===== config.mk =====
export PLATFORM = sky130hd
export DESIGN_NAME = rotary_turn_and_button_gesture_detector
export DESIGN_NICKNAME = d
export VERILOG_FILES = /design/src/hw/rtl/rtbg_pkg.sv /design/src/hw/rtl/rtbg_in_stage.sv /design/src/hw/rtl/rtbg_core.sv /design/src/hw/rtl/rotary_turn_and_button_gesture_detector.sv
export SDC_FILE = /design/constraint.sdc
export NUM_CORES = 1
export LEC_CHECK = 0
export BUFFER_PORTS_ARGS = -buffer_cell sky130_fd_sc_hd__buf_2
export CORE_MARGIN = 2
export CORE_UTILIZATION = 30
export CTS_CLUSTER_SIZE = 8
export DETAILED_ROUTE_END_ITERATION = 10
export SYNTH_ARGS = -nofsm -noshare
export SYNTH_HDL_FRONTEND = slang
export SYNTH_HIERARCHICAL = 1
export SYNTH_SLANG_ARGS = --single-unit

===== constraint.sdc =====
create_clock -name clk -period 13.27 [get_ports clk]
set_input_delay 2.654 -clock clk [delete_from_list [all_inputs] [get_ports clk]]
set_output_delay 2.654 -clock clk [all_outputs]
set_load 0.02 [all_outputs]

===== src/hw/rtl/rtbg_pkg.sv =====
// rtbg_pkg: shared types and codes for the rotary turn and button gesture detector
// no dependencies; imported by the input stage, the core and the top level

package rtbg_pkg;

  // gesture codes on the result
  localparam logic [1:0] GEST_NONE   = 2'd0;
  localparam logic [1:0] GEST_SINGLE = 2'd1;
  localparam logic [1:0] GEST_DOUBLE = 2'd2;
  localparam logic [1:0] GEST_LONG   = 2'd3;

  // configuration register indexes
  localparam logic [1:0] REG_LONG_PRESS_TIME     = 2'd0;
  localparam logic [1:0] REG_DOUBLE_PRESS_WINDOW = 2'd1;
  localparam logic [1:0] REG_INITIAL_POSITION    = 2'd2;

  // one poll as accepted from the input channel
  typedef struct packed {
    logic [31:0]        time_now;
    logic               button_down;
    logic signed [15:0] position;
  } poll_t;

  // one result item
  typedef struct packed {
    logic       turned_right;
    logic       turned_left;
    logic [1:0] gesture;
  } result_t;

  // configuration seen by the core
  typedef struct packed {
    logic [15:0]        long_press_time;
    logic [15:0]        double_press_window;
    logic               load_position;
    logic signed [15:0] load_value;
  } cfg_t;

endpackage


===== src/hw/rtl/rtbg_in_stage.sv =====
// rtbg_in_stage: input register that holds one accepted poll
// depends on rtbg_pkg for the poll type

module rtbg_in_stage (
  input  logic           clk,
  input  logic           rst,
  input  logic           in_valid,
  output logic           in_ready,
  input  rtbg_pkg::poll_t in_poll,
  input  logic           advance,
  output logic           held_valid,
  output rtbg_pkg::poll_t held_poll
);
  import rtbg_pkg::*;

  // take a new poll when empty or when the held one moves on this cycle
  assign in_ready = !held_valid || advance;

  // valid flag
  always_ff @(posedge clk) begin
    if (rst) begin
      held_valid <= 1'b0;
    end else if (in_ready) begin
      held_valid <= in_valid;
    end
  end

  // payload, no reset
  always_ff @(posedge clk) begin
    if (in_ready && in_valid) begin
      held_poll <= in_poll;
    end
  end

endmodule


===== src/hw/rtl/rtbg_core.sv =====
// rtbg_core: turn detection, button phase machine and the result register
// depends on rtbg_pkg for poll, result and config types and gesture codes

module rtbg_core (
  input  logic             clk,
  input  logic             rst,
  input  rtbg_pkg::cfg_t   cfg,
  input  logic             held_valid,
  input  rtbg_pkg::poll_t  held_poll,
  output logic             advance,
  output logic             out_valid,
  input  logic             out_ready,
  output rtbg_pkg::result_t result
);
  import rtbg_pkg::*;

  typedef enum logic [1:0] {
    PH_IDLE    = 2'd0,
    PH_PRESSED = 2'd1,
    PH_WAIT    = 2'd2
  } phase_t;

  phase_t             phase, phase_next;
  logic [31:0]        press_start_time, press_start_time_next;
  logic [31:0]        release_time, release_time_next;
  logic signed [15:0] last_position;
  logic [31:0]        held_ms;
  logic [31:0]        since_release;
  logic               long_hit;
  logic               window_hit;
  result_t            result_next;

  // move the held poll into the result register when it is free
  assign advance = held_valid && (!out_valid || out_ready);

  // elapsed times modulo 2^32
  assign held_ms       = held_poll.time_now - press_start_time;
  assign since_release = held_poll.time_now - release_time;
  assign long_hit      = held_ms >= {16'd0, cfg.long_press_time};
  assign window_hit    = since_release >= {16'd0, cfg.double_press_window};

  // classify the poll
  always_comb begin
    phase_next            = phase;
    press_start_time_next = press_start_time;
    release_time_next     = release_time;
    result_next.turned_right = held_poll.position > last_position;
    result_next.turned_left  = held_poll.position < last_position;
    result_next.gesture      = GEST_NONE;
    case (phase)
      PH_PRESSED: begin
        if (!held_poll.button_down) begin
          release_time_next = held_poll.time_now;
          if (long_hit) begin
            result_next.gesture = GEST_LONG;
            phase_next = PH_IDLE;
          end else begin
            phase_next = PH_WAIT;
          end
        end else if (long_hit) begin
          result_next.gesture = GEST_LONG;
          phase_next = PH_IDLE;
        end
      end
      PH_WAIT: begin
        if (held_poll.button_down) begin
          result_next.gesture = GEST_DOUBLE;
          phase_next = PH_IDLE;
        end else if (window_hit) begin
          result_next.gesture = GEST_SINGLE;
          phase_next = PH_IDLE;
        end
      end
      default: begin
        // idle, and the unused code behaves as idle
        if (held_poll.button_down) begin
          press_start_time_next = held_poll.time_now;
          phase_next = PH_PRESSED;
        end else begin
          phase_next = PH_IDLE;
        end
      end
    endcase
  end

  // state and registered outputs
  always_ff @(posedge clk) begin
    if (rst) begin
      phase            <= PH_IDLE;
      press_start_time <= 32'd0;
      release_time     <= 32'd0;
      last_position    <= 16'sd0;
      out_valid        <= 1'b0;
    end else begin
      if (cfg.load_position) begin
        last_position <= cfg.load_value;
      end else if (advance) begin
        last_position <= held_poll.position;
      end
      if (advance) begin
        phase            <= phase_next;
        press_start_time <= press_start_time_next;
        release_time     <= release_time_next;
        result           <= result_next;
        out_valid        <= 1'b1;
      end else if (out_ready) begin
        out_valid <= 1'b0;
      end
    end
  end

endmodule


===== src/hw/rtl/rotary_turn_and_button_gesture_detector.sv =====
// rotary_turn_and_button_gesture_detector: top level, config registers and assertions
// depends on rtbg_pkg, rtbg_in_stage and rtbg_core

// Each poll (timestamp in ms, button level, encoder position) yields one result: a right or
// left turn flag against the previous position and a button gesture (none, single, double,
// long). A poll passes an input register and then the compare and phase logic into the result
// register, so one poll is taken every clock while the result register is not blocked, and its
// result is presented from the result register, which lets the next poll be taken while a result
// waits. Long presses repeat every long_press_time while held. Writing initial_position also
// sets the position the next poll is compared against. Write configuration only while idle.

module rotary_turn_and_button_gesture_detector (
  input  logic               clk,
  input  logic               rst,
  input  logic               in_valid,
  output logic               in_ready,
  input  logic [31:0]        time_now,
  input  logic               button_down,
  input  logic signed [15:0] position,
  output logic               out_valid,
  input  logic               out_ready,
  output logic               turned_right,
  output logic               turned_left,
  output logic [1:0]         gesture,
  input  logic               cfg_we,
  input  logic [1:0]         cfg_index,
  input  logic [15:0]        cfg_data
);
  import rtbg_pkg::*;

  logic [15:0] long_press_time;
  logic [15:0] double_press_window;
  cfg_t        cfg;
  poll_t       in_poll;
  poll_t       held_poll;
  logic        held_valid;
  logic        advance;
  result_t     result;

  // configuration registers
  always_ff @(posedge clk) begin
    if (rst) begin
      long_press_time     <= 16'd800;
      double_press_window <= 16'd300;
    end else if (cfg_we) begin
      case (cfg_index)
        REG_LONG_PRESS_TIME:     long_press_time     <= cfg_data;
        REG_DOUBLE_PRESS_WINDOW: double_press_window <= cfg_data;
        default: begin
        end
      endcase
    end
  end

  assign cfg.long_press_time     = long_press_time;
  assign cfg.double_press_window = double_press_window;
  assign cfg.load_position       = cfg_we && (cfg_index == REG_INITIAL_POSITION);
  assign cfg.load_value          = cfg_data;

  assign in_poll.time_now    = time_now;
  assign in_poll.button_down = button_down;
  assign in_poll.position    = position;

  rtbg_in_stage u_in_stage (
    .clk        (clk),
    .rst        (rst),
    .in_valid   (in_valid),
    .in_ready   (in_ready),
    .in_poll    (in_poll),
    .advance    (advance),
    .held_valid (held_valid),
    .held_poll  (held_poll)
  );

  rtbg_core u_core (
    .clk        (clk),
    .rst        (rst),
    .cfg        (cfg),
    .held_valid (held_valid),
    .held_poll  (held_poll),
    .advance    (advance),
    .out_valid  (out_valid),
    .out_ready  (out_ready),
    .result     (result)
  );

  assign turned_right = result.turned_right;
  assign turned_left  = result.turned_left;
  assign gesture      = result.gesture;

  // the input side stalls only behind a blocked full result register
  a_stall_cause: assert property (@(posedge clk) disable iff (rst)
    !in_ready |-> (held_valid && out_valid && !out_ready))
    else $error("input stalled without a blocked result");

  // a turn is never both ways
  a_turn_excl: assert property (@(posedge clk) disable iff (rst)
    out_valid |-> !(turned_right && turned_left))
    else $error("turn flagged both ways");

  // nothing is shown in the cycle after reset
  a_reset_empty: assert property (@(posedge clk)
    ($past(rst) && !rst) |-> (!out_valid && !held_valid))
    else $error("pipeline not empty after reset");

endmodule


Word level (Yosys, flattened, before mapping). Cells that the tools add are included.

Register bits after elaboration: 169. Input bits: 72. Output and inout port bits: 6.

Add/sub/neg operators: 2. $lt $le $gt $ge: 4. Equality and inequality tests: 6. Multiplexer cells: 15. Bitwise logic cells: 3. Reductions and logical operators: 17.

Operators by type and width (number): greater-or-equal comparator 32 x 16 -> 1 bit (2); subtractor 32 bit (2); 2-to-1 mux 16 bit (2); greater-than comparator 16 bit (1); < comparator 16 bit (1); 2-to-1 mux 2 bit (7); AND reduction 3 bit (3); one-hot mux 2 bit (2 select lines) (2); != test 3 x 2 -> 1 bit (second input constant) (2); AND reduction 2 bit (3); equality test 2 x 1 -> 1 bit (second input constant) (2); equality test 2 bit (second input constant) (2); 2-to-1 mux 1 bit (4); nonzero test 2 bit (2); logical AND 1 bit (3); NOT 1 bit (3); logical NOT 1 bit (2); logical NOT 2 bit (1); logical OR 1 bit (2); OR reduction 2 bit (1).

Depth between registers and ports, before layout. Gate-level depths: netlist of run 1.

Depth in word-level cells: 5. Depth in mapped cells: 23. Depth with buffers taken out: 23.

Hierarchy. Netlist of run 1, hierarchy kept.

By module, submodules not included: rtbg_core (times used 1, cells each 1237, area each 8717.1 µm²); rtbg_in_stage (times used 1, cells each 54, area each 1526.5 µm²); rotary_turn_and_button_gesture_detector (times used 1, cells each 129, area each 1337.5 µm²).

Least setup slack after synthesis of run 1. No wires, ideal clock.

Path kind: in2out. Start point: input port out_ready. End point: output port in_ready. Arrival: 3459 ps. Data required time: 10616 ps. Slack: 7157 ps. Cell stages on the path: 5. Path through: nand2b_1 -> nand2_1 -> clkinv_1 -> buf_6 -> nand2b_4.

Word-level cells in the longest chain between the ends: 3.

RTL lines: start: declaration (RTL line rotary_turn_and_button_gesture_detector.sv:21) `input logic out_ready,`; logical OR 1 bit (RTL line rtbg_core.sv:34) `assign advance = held_valid && (!out_valid || out_ready);`; logical AND 1 bit (RTL line rtbg_core.sv:34); via advance (RTL line rotary_turn_and_button_gesture_detector.sv:37) `logic advance;`; logical OR 1 bit (RTL line rtbg_in_stage.sv:17) `assign in_ready = !held_valid || advance;`; end: declaration (RTL line rotary_turn_and_button_gesture_detector.sv:16) `output logic in_ready,`.

The timed path passes the listed nets, and every way through them passes these cells.

Final worst setup path of run 1. Same ends and word-level chain as after synthesis.

==> impl_metrics.yaml, run 1 <==
run_status:
  outcome: "complete, no violations"
critical_path:
  worst_r2r_endpoint: "u_core/result[0]$_DFFE_PP_"
  cpMaxStageDelayCell: "clkinv_1"
  criticalPathCategory: "in -> out"
  cp.required_ps: 10620
  path_max_fanout: 35
  cp-end-kind: "output port"
  r2r_cells: 18
  reg2reg_from: "u_in_stage/held_poll[19]$_DFFE_PP_"
  arrival_ps: 4500
  crit_top_cell: "buf_2"
  crit_family: "buffers and inverters"
  critPathBufInv: 3
  cp-start-kind: "input pin"
  cpPeakStageDelay_ps: 820
  worstPathCellList: "buf_2, nand2b_1, nand2_1, clkinv_1, nand2b_4, buf_2"
  rrSetupSlack_ps: 7700
finish:
  diodes: 0
  areaGrowthSynthToFinish_pct: 11.3
  final_common_cell: "nand2_1"
  nets: 1642
  drive_above_1_share_pct: 9.20
  final_util_pct: 34.0
  mostFrequentLayoutCells: "nand2_1 (202), a21oi_1 (189), inv_1 (131), dfxtp_1 (116), ha_1 (112)"
timing:
  setup_violations: 0
  tightest_slew_ps: 1140
  clock_skew_ps: 12.3
  finalHoldViolations: 0
  min_period_over_period_pct: 53.9
  tns_ps: 0
  slew_headroom_pct: 24.0
  fmax_ghz: 0.140
  report.final.slew_viol_count: 0
  rsz0062_at_grt: "no"
  layout_min_cycle_time_ps: 7150
route:
  wl_per_cell_um: 15.9
  route.detailed.drc: 0
  dr_total_vias: 10000
  drt_wl_total_um: 31400
  ant_nets: 0
  drtIter0Drc: 596
  first_pass_iters: 5
  detail_route.vias_per_cell: 5.06
place:
  place_hpwl_um: 24200
  numPortBuffers: 77
  gp_congestion: 0.879
yosys:
  ys_seq_elements: 169
  synth_edf_count: 53
  yosysWarnings: 6
  synthFlopType: "dfxtp_1"
  avgSynthCellArea_um2: 8.16
  synth_fp_nets: 1606
  syn_area_um2: 11600
  syn_inst: 1420
  async_flop_share_pct: 0
  ys_types: 85
  ys_seq_area_share_pct: 33.8
clock_network:
  cts-buffers-inserted: 17
  clk_path_buf_depth: 2
  cts.sinks: 169
  holdBufCountCts: 0
  cts_tree: "yes"
  post-cts-setup-buffers: 0
  clk_pin_slew_ps: 60
  htreeDepth: 4
  cts_root_buf: "clkbuf_16"
  cts_resized: 0
  clk-insertion-delay-late_ps: 440
floorplan:
  die_area_um2: 40200
  coreArea_um2: 37800
  row_count: 71
  dieHeight_um: 200
  ios: 78
  start_util_pct: 30.6
  die_w_um: 200
power_and_ir_drop:
  p_per_area_nw_per_um2: 110
  irDropWorstVdd_mv: 0.0667
  power.leakage_nw: 4.85
min_path:
  worst_hold_path.endpoint: "u_core/release_time[8]$_SDFFE_PP0P_"
  whs_path_depth: 2
  hold_class: "reg -> reg"
  min_from: "u_core/release_time[8]$_SDFFE_PP0P_"
flow_run:
  cap_violations: 0
global_route:
  grt_use_total_pct: 15.5
  grt_pass1_wl_um: 50100
  grt_pass1_vias: 9590
  grt_max_degree: 99
  gr-total-overflow: 0
  antenna_found_initial: 0
==> how the worst max path moves through the flow <==
stage	start	end	cells after the start
floorplan	out_ready	in_ready	5
finish	out_ready	in_ready	6
detailed placement	out_ready	in_ready	6
global placement	out_ready	in_ready	6
global route	out_ready	in_ready	6
CTS	out_ready	in_ready	6
==> metrics by stage <==
step,cell area [µm²],total power [mW],hold WS (ps),instances,setup WS (ps)
finish,12900,1.42,455,1979,6120
global route,12900,1.49,470,1979,5910
CTS,12900,1.43,457,1979,6070
detailed placement,12300,0.902,447,1948,6090
global placement,12300,0.896,442,1948,6140
floorplan,11600,0.820,434,1420,7160
==> where the power goes <==
| group | switching, mW | total [mW] | internal [mW] |
|---|---|---|---|
| Sequential | 0.0200 | 0.578 | 0.558 |
| Clock | 0.216 | 0.522 | 0.306 |
| Combinational | 0.190 | 0.316 | 0.125 |
| Total | 0.427 | 1.42 | 0.989 |
==> cells in the mapped netlist, types with 26 or more instances <==
library cell    n  share of area, %
mux2i_1        35               3.0
nor2_1        104               3.4
o21ai_0        50               2.2
a21oi_1       189               8.2
edfxtp_1       53                14
nand2b_1       61               3.3
inv_1         131               4.2
ha_1          112                12
clkbuf_1       43               1.4
nand2_1       202               6.5
dfxtp_1       116                20
nand4_1        26               1.4
==> per-layer routing <==
| metal | routed length [µm] | track usage (%) | vias up |
|---|---|---|---|
| li1 | - | - | 5014 |
| met1 | 14300 | 19.9 | 4751 |
| met3 | 954 | 1.92 | 54 |
| met5 | 0 | 0 | - |
| met2 | 15200 | 26.6 | 189 |
| met4 | 952 | 5.93 | 0 |
==> state kept, by name (all words and copies together) (netlist names) <==
register	count
double_press_window	16
long_press_time	16
u_core/last_position	16
u_core/out_valid	1
u_core/phase	2
u_core/press_start_time	32
u_core/release_time	32
u_core/result	4
u_in_stage/held_poll	49
u_in_stage/held_valid	1
==> layout make-up <==
| cell class | instances | area [µm²] |
|---|---|---|
| Tap cell | 511 | 639 |
| Timing Repair Buffer | 82 | 425 |
| Clock buffer | 21 | 460 |
| Multi-Input combinational cell | 1054 | 6810 |
| Inverter | 132 | 495 |
| Clock inverter | 10 | 141 |
| Fill cell | 3993 | 25000 |
| Sequential cell | 169 | 3910 |
==> kinds of logic (layout without fill, tap and decap cells) <==
group / count (synthesis) / count (layout) / synth area share (%)
compound gates: 383 / 383 / 20.4
xor+xnor: 46 / 46 / 3.48
mux: 37 / 37 / 3.22
buf+inv: 197 / 245 / 7.45
simple gates: 474 / 474 / 19.2
flops: 169 / 169 / 33.8
fa+ha+maj: 114 / 114 / 12.4
==> tightest hold or removal path, cell delays in order (launching register included) <==
cell	delay, ps
dfxtp_1	310
nand2_1	50
a21oi_1	50
No activity file was read; power rests on OpenSTA's default activity.
==> inputs of run 2 (changes only) <==
==> constraint.sdc (replaced) <==
create_clock -name clk -period 6.2 [get_ports clk]
set_input_delay 1.24 -clock clk [delete_from_list [all_inputs] [get_ports clk]]
set_output_delay 1.24 -clock clk [all_outputs]
set_load 0.02 [all_outputs]
==> run 2 against run 1 <==
Clock-buffer cell count rose by 8. Setup slack got worse by 5000 ps. Global-route usage rose by 0.21 points. Cell count rose by 0.10%. Critical path depth rose by 12. Sequential power rose by 110%. Clock skew fell by 4.1 ps. Power rose by 110%. Non-clock buffer count rose by 1.
==> impl_metrics.yaml, run 2 (synthesized netlist as in run 1, its figures left out) <==
run_status:
  outcome: "complete, no violations"
place:
  gp_congestion: 0.846
  place_hpwl_um: 24400
  dpl_cell_area_um2: 12300
  numPortBuffers: 77
route:
  detail_route.vias_per_cell: 5.02
  first_pass_iters: 5
  route.detailed.drc: 0
  drtIter0Drc: 793
  wl_per_cell_um: 15.9
  drt_wl_total_um: 31500
  ant_nets: 0
  dr_total_vias: 9951
finish:
  drive_above_1_share_pct: 9.12
  largest_reg_flops: 49
  mostFrequentLayoutCells: "nand2_1 (202), a21oi_1 (189), inv_1 (131), dfxtp_1 (116), ha_1 (112)"
  final_common_cell: "nand2_1"
  diodes: 0
  top_register: "u_in_stage/held_poll"
  nets: 1643
  areaGrowthSynthToFinish_pct: 11.1
  largest_registers: "u_in_stage/held_poll x49, u_core/press_start_time x32, u_core/release_time x32"
  postLayoutCellArea_um2: 12900
critical_path:
  cpPeakStageDelay_ps: 540
  cp.depth: 18
  cp-end-kind: "register"
  crit_family: "compound AO/OA/AOI/OAI gates"
  cp.required_ps: 6390
  worstPathCellList: "ha_1, o211ai_1, a21oi_1, nor2_1, o41ai_1, a21oi_1, xnor2_1, ha_1, and4_1, a221o_1, a221oi_1, o21ai_0, nor3_1, nand4_1, nor4_1, nor3b_1, a2bb2oi_1, nor2_1"
  cp-startpoint: "u_in_stage/held_poll[20]$_DFFE_PP_"
  cpMaxStageDelayCell: "nor4_1"
  critPathBufInv: 0
  arrival_ps: 5240
  reg2reg_from: "u_in_stage/held_poll[20]$_DFFE_PP_"
  criticalPathCategory: "reg -> reg"
  cp-start-kind: "register"
  r2r_cells: 18
  path_max_fanout: 4
flow_run:
  cap_violations: 0
timing:
  worst_hold_slack_ps: 454
  finalHoldViolations: 0
  layout_min_cycle_time_ps: 5050
  clock_skew_ps: 8.21
  rsz0062_at_grt: "no"
  setup_violations: 0
  fmax_ghz: 0.198
  report.final.slew_viol_count: 0
  min_period_over_period_pct: 81.4
  slew_headroom_pct: 25.0
  tightest_slew_ps: 1120
  tns_ps: 0
clock_network:
  holdBufCountCts: 0
  cts_root_buf: "clkbuf_16"
  cts.sinks: 169
  cts_resized: 0
  cts-buffers-inserted: 17
  clk_path_buf_depth: 2
  cts_tree: "yes"
  clk-insertion-delay-late_ps: 440
  post-cts-setup-buffers: 0
  clk_pin_slew_ps: 70
  htreeDepth: 4
floorplan:
  row_count: 71
  die_area_um2: 40200
  dieHeight_um: 200
  ios: 78
  coreArea_um2: 37800
  start_util_pct: 30.6
  die_w_um: 200
global_route:
  grt_pass1_wl_um: 50400
  gr-total-overflow: 0
  grt_max_degree: 70
  grt_use_total_pct: 15.7
  antenna_found_initial: 0
  grt_pass1_vias: 9420
power_and_ir_drop:
  clkPwrFrac_pct: 35.5
  p_per_area_nw_per_um2: 231
  power_frac_comb_pct: 22.9
  p_int_mw: 2.07
  p_total_mw: 2.97
  power.net_switching_mw: 0.902
  power.leakage_nw: 4.85
  power_switching_share_pct: 30.3
  seq_power_share_pct: 41.6
  irDropWorstVdd_mv: 0.147
min_path:
  whs_path_depth: 2
  min_from: "u_core/release_time[5]$_SDFFE_PP0P_"
  hold_class: "reg -> reg"
## run 2: cell type report
class,count,area [µm²]
multi-input combinational,1054,6810
clock buffer,29,553
fill,3991,25000
tap,511,639
sequential,169,3910
timing repair buffer,83,433
clock inverter,3,25.0
inverter,132,495
## run 2: path summary, 6_finish.rpt
| path | endpoint | slack (ps) |
|---|---|---|
| min | u_core/release_time[5]$_SDFFE_PP0P_ | 450 |
| max reg2reg | u_core/result[0]$_DFFE_PP_ | 1150 |
| max | u_core/result[0]$_DFFE_PP_ | 1150 |
| min reg2reg | u_core/release_time[5]$_SDFFE_PP0P_ | 450 |
## run 2: power groups by stage
stage	combinational, mW	sequential [mW]	clock (mW)
2_1_floorplan	0.511	1.24	0
3_3_place_gp	0.666	1.26	0
3_5_place_dp	0.671	1.26	0
4_1_cts	0.675	1.24	1.08
5_1_grt	0.765	1.24	1.12
6_report	0.680	1.24	1.06
## run 2: worst min-delay path: stages, from the launching register on
cell and delay [ps]:
dfxtp_1 310, nand2_1 50, a21oi_1 50
## run 2: per-layer routing
metal / track usage, % / share of wire [%]
met5: 0 / 0
met4: 5.71 / 2.5
met2: 26.7 / 48
met1: 20.3 / 46
met3: 2.22 / 4.1
## run 2: per-stage QoR
step	setup WS (ps)	utilization, %	instances
floorplan	1920	-	1420
detailed placement	1170	32.5	1949
global route	452	34.0	1981
CTS	1120	34.0	1981
global placement	1270	32.5	1949
finish	1150	34.0	1981
==> inputs of run 3 (changes only) <==
==> constraint.sdc (replaced) <==
create_clock -name clk -period 5 [get_ports clk]
set_input_delay 1 -clock clk [delete_from_list [all_inputs] [get_ports clk]]
set_output_delay 1 -clock clk [all_outputs]
set_load 0.02 [all_outputs]
==> run 3 against run 2 <==
Maximum frequency grew 7.1%. Clock power up 18%. Flip-flop and latch count did not move. Highest routed layer unchanged. Critical endpoint unchanged. Non-clock buffer count grew 4.
==> impl_metrics.yaml, run 3 (synthesized netlist as in run 1, its figures left out) <==
floorplan:
  start_util_pct: 30.6
  ios: 78
  die_area_um2: 40200
  dieHeight_um: 200
  coreArea_um2: 37800
  die_w_um: 200
  row_count: 71
global_route:
  antenna_found_initial: 0
  grt_pass1_wl_um: 50200
  grt_use_total_pct: 15.5
  grt_pass1_vias: 9430
  gr-total-overflow: 0
  grt_max_degree: 102
clock_network:
  cts-buffers-inserted: 17
  cts_tree: "yes"
  clk-insertion-delay-late_ps: 440
  htreeDepth: 4
  holdBufCountCts: 0
  cts_root_buf: "clkbuf_16"
  cts.sinks: 169
  clk_path_buf_depth: 2
  clk_pin_slew_ps: 70
route:
  wl_met1_um: 14500
  ant_nets: 0
  route.met3.wl_um: 1050
  first_pass_iters: 6
  drt_wl_total_um: 31500
  detail_route.vias_per_cell: 5.02
  dr_total_vias: 9972
  wl_met2_um: 15500
  route.detailed.drc: 0
  dr.max_layer_used: "met4"
  wl_per_cell_um: 15.9
  drtIter0Drc: 619
finish:
  postLayoutCellArea_um2: 12900
  layout.cells.non_filler: 1985
  largest_registers: "u_in_stage/held_poll x49, u_core/press_start_time x32, u_core/release_time x32"
  mostFrequentLayoutCells: "nand2_1 (202), a21oi_1 (187), inv_1 (131), dfxtp_1 (116), ha_1 (110)"
  largest_reg_flops: 49
  drive_above_1_share_pct: 10.2
  nFillCells: 4046
  top_register: "u_in_stage/held_poll"
  diodes: 0
  nets: 1647
  areaGrowthSynthToFinish_pct: 11.3
  final_common_cell: "nand2_1"
run_status:
  outcome: "complete, no violations"
critical_path:
  worstPathCellList: "ha_1, o211ai_1, a21oi_1, nor2_1, o41ai_2, a21oi_1, xnor2_1, ha_1, and4_1, a221o_1, a221oi_1, o21ai_0, nor3_1, nand4_1, nor4_1, buf_4, nor3b_1, a2bb2oi_1, nor2_1"
  cp-end-kind: "register"
  criticalPathCategory: "reg -> reg"
  arrival_ps: 4910
  cp-start-kind: "register"
  cp.required_ps: 5200
  cpMaxStageDelayCell: "edfxtp_1"
  cpPeakStageDelay_ps: 450
  path_max_fanout: 4
place:
  numPortBuffers: 77
  place_inst: 1951
  dpl_cell_area_um2: 12300
  gp_congestion: 0.878
  place_hpwl_um: 24300
power_and_ir_drop:
  p_total_mw: 3.62
  p_per_area_nw_per_um2: 281
  power.leakage_nw: 4.85
  irDropWorstVdd_mv: 0.241
timing:
  tightest_slew_ps: 1100
  fmax_ghz: 0.212
  slew_headroom_pct: 26.7
  clock_skew_ps: 10.6
  tns_ps: 0
  setup_violations: 0
  finalHoldViolations: 0
  layout_min_cycle_time_ps: 4710
  min_period_over_period_pct: 94.3
  report.final.slew_viol_count: 0
flow_run:
  cap_violations: 0
min_path:
  hold_class: "reg -> reg"
[run 3: changes by cell type in the layout (fill, tap and decap cells not counted), moves of 3 or more]
| cell | before | now |
|---|---|---|
| buf_4 | 7 | 11 |
| clkbuf_1 | 6 | 2 |
| clkinv_2 | 0 | 3 |
| inv_6 | 1 | 4 |
| clkbuf_8 | 4 | 1 |
[run 3: what timing repair did]
item | in CTS | in global routing
endpoints found under the setup margin | 0 | 4
endpoints found under the hold margin | 0 | 0
gates resized for setup | 0 | 9
setup buffers | 0 | 2
[run 3: critical path, delay by kind of cell, from the launching register on]
| kind | cells | cell delay [ps] |
|---|---|---|
| AND/OR/NAND/NOR | 7 | 1170 |
| flip-flops | 1 | 450 |
| buffers and inverters | 1 | 200 |
| adder cells (fa/ha/maj) | 2 | 690 |
| AO/OA/AOI/OAI | 8 | 1830 |
| XOR/XNOR | 1 | 150 |
[run 3: layer usage]
layer	vias up	GRT usage, %
met4	0	4.34
met2	179	26.8
li1	5022	-
met1	4739	20.4
met5	-	0
met3	32	1.90
[run 3: final timing paths]
check | endpoint | depth (start not counted) | start | slack, ps
worst max-delay path | u_core/result[0]$_DFFE_PP_ | 19 | u_in_stage/held_poll[21]$_DFFE_PP_ | 290
worst min-delay path | u_core/release_time[12]$_SDFFE_PP0P_ | 2 | u_core/release_time[12]$_SDFFE_PP0P_ | 450
worst max register to register | u_core/result[0]$_DFFE_PP_ | 19 | u_in_stage/held_poll[21]$_DFFE_PP_ | 290
worst min register to register | u_core/release_time[12]$_SDFFE_PP0P_ | 2 | u_core/release_time[12]$_SDFFE_PP0P_ | 450
[run 3: per-stage QoR]
step	worst slack, ps	utilization (%)	hold WS (ps)
final	286	34.1	453
after global routing	-13.3	34.1	472
after CTS	196	33.9	456
after detailed placement	220	32.5	446
after global placement	317	32.5	442
after floorplan	717	-	434
[run 3: layout make-up]
type / instances / area (µm²) / share of cell area (%)
Clock buffer: 20 / 447 / 3.46
Clock inverter: 12 / 92.6 / 0.718
Inverter: 132 / 495 / 3.84
Multi-Input combinational cell: 1054 / 6840 / 53.1
Sequential cell: 169 / 3910 / 30.4
Tap cell: 511 / 639 / 4.96
Timing Repair Buffer: 87 / 463 / 3.59
[run 3: report_power, final]
part           internal (mW)  total, mW  leakage [nW]  switching [mW]
clock                  0.656       1.25         0.260           0.590
combinational          0.337      0.847          3.14           0.510
sequential              1.48       1.53          1.45          0.0500
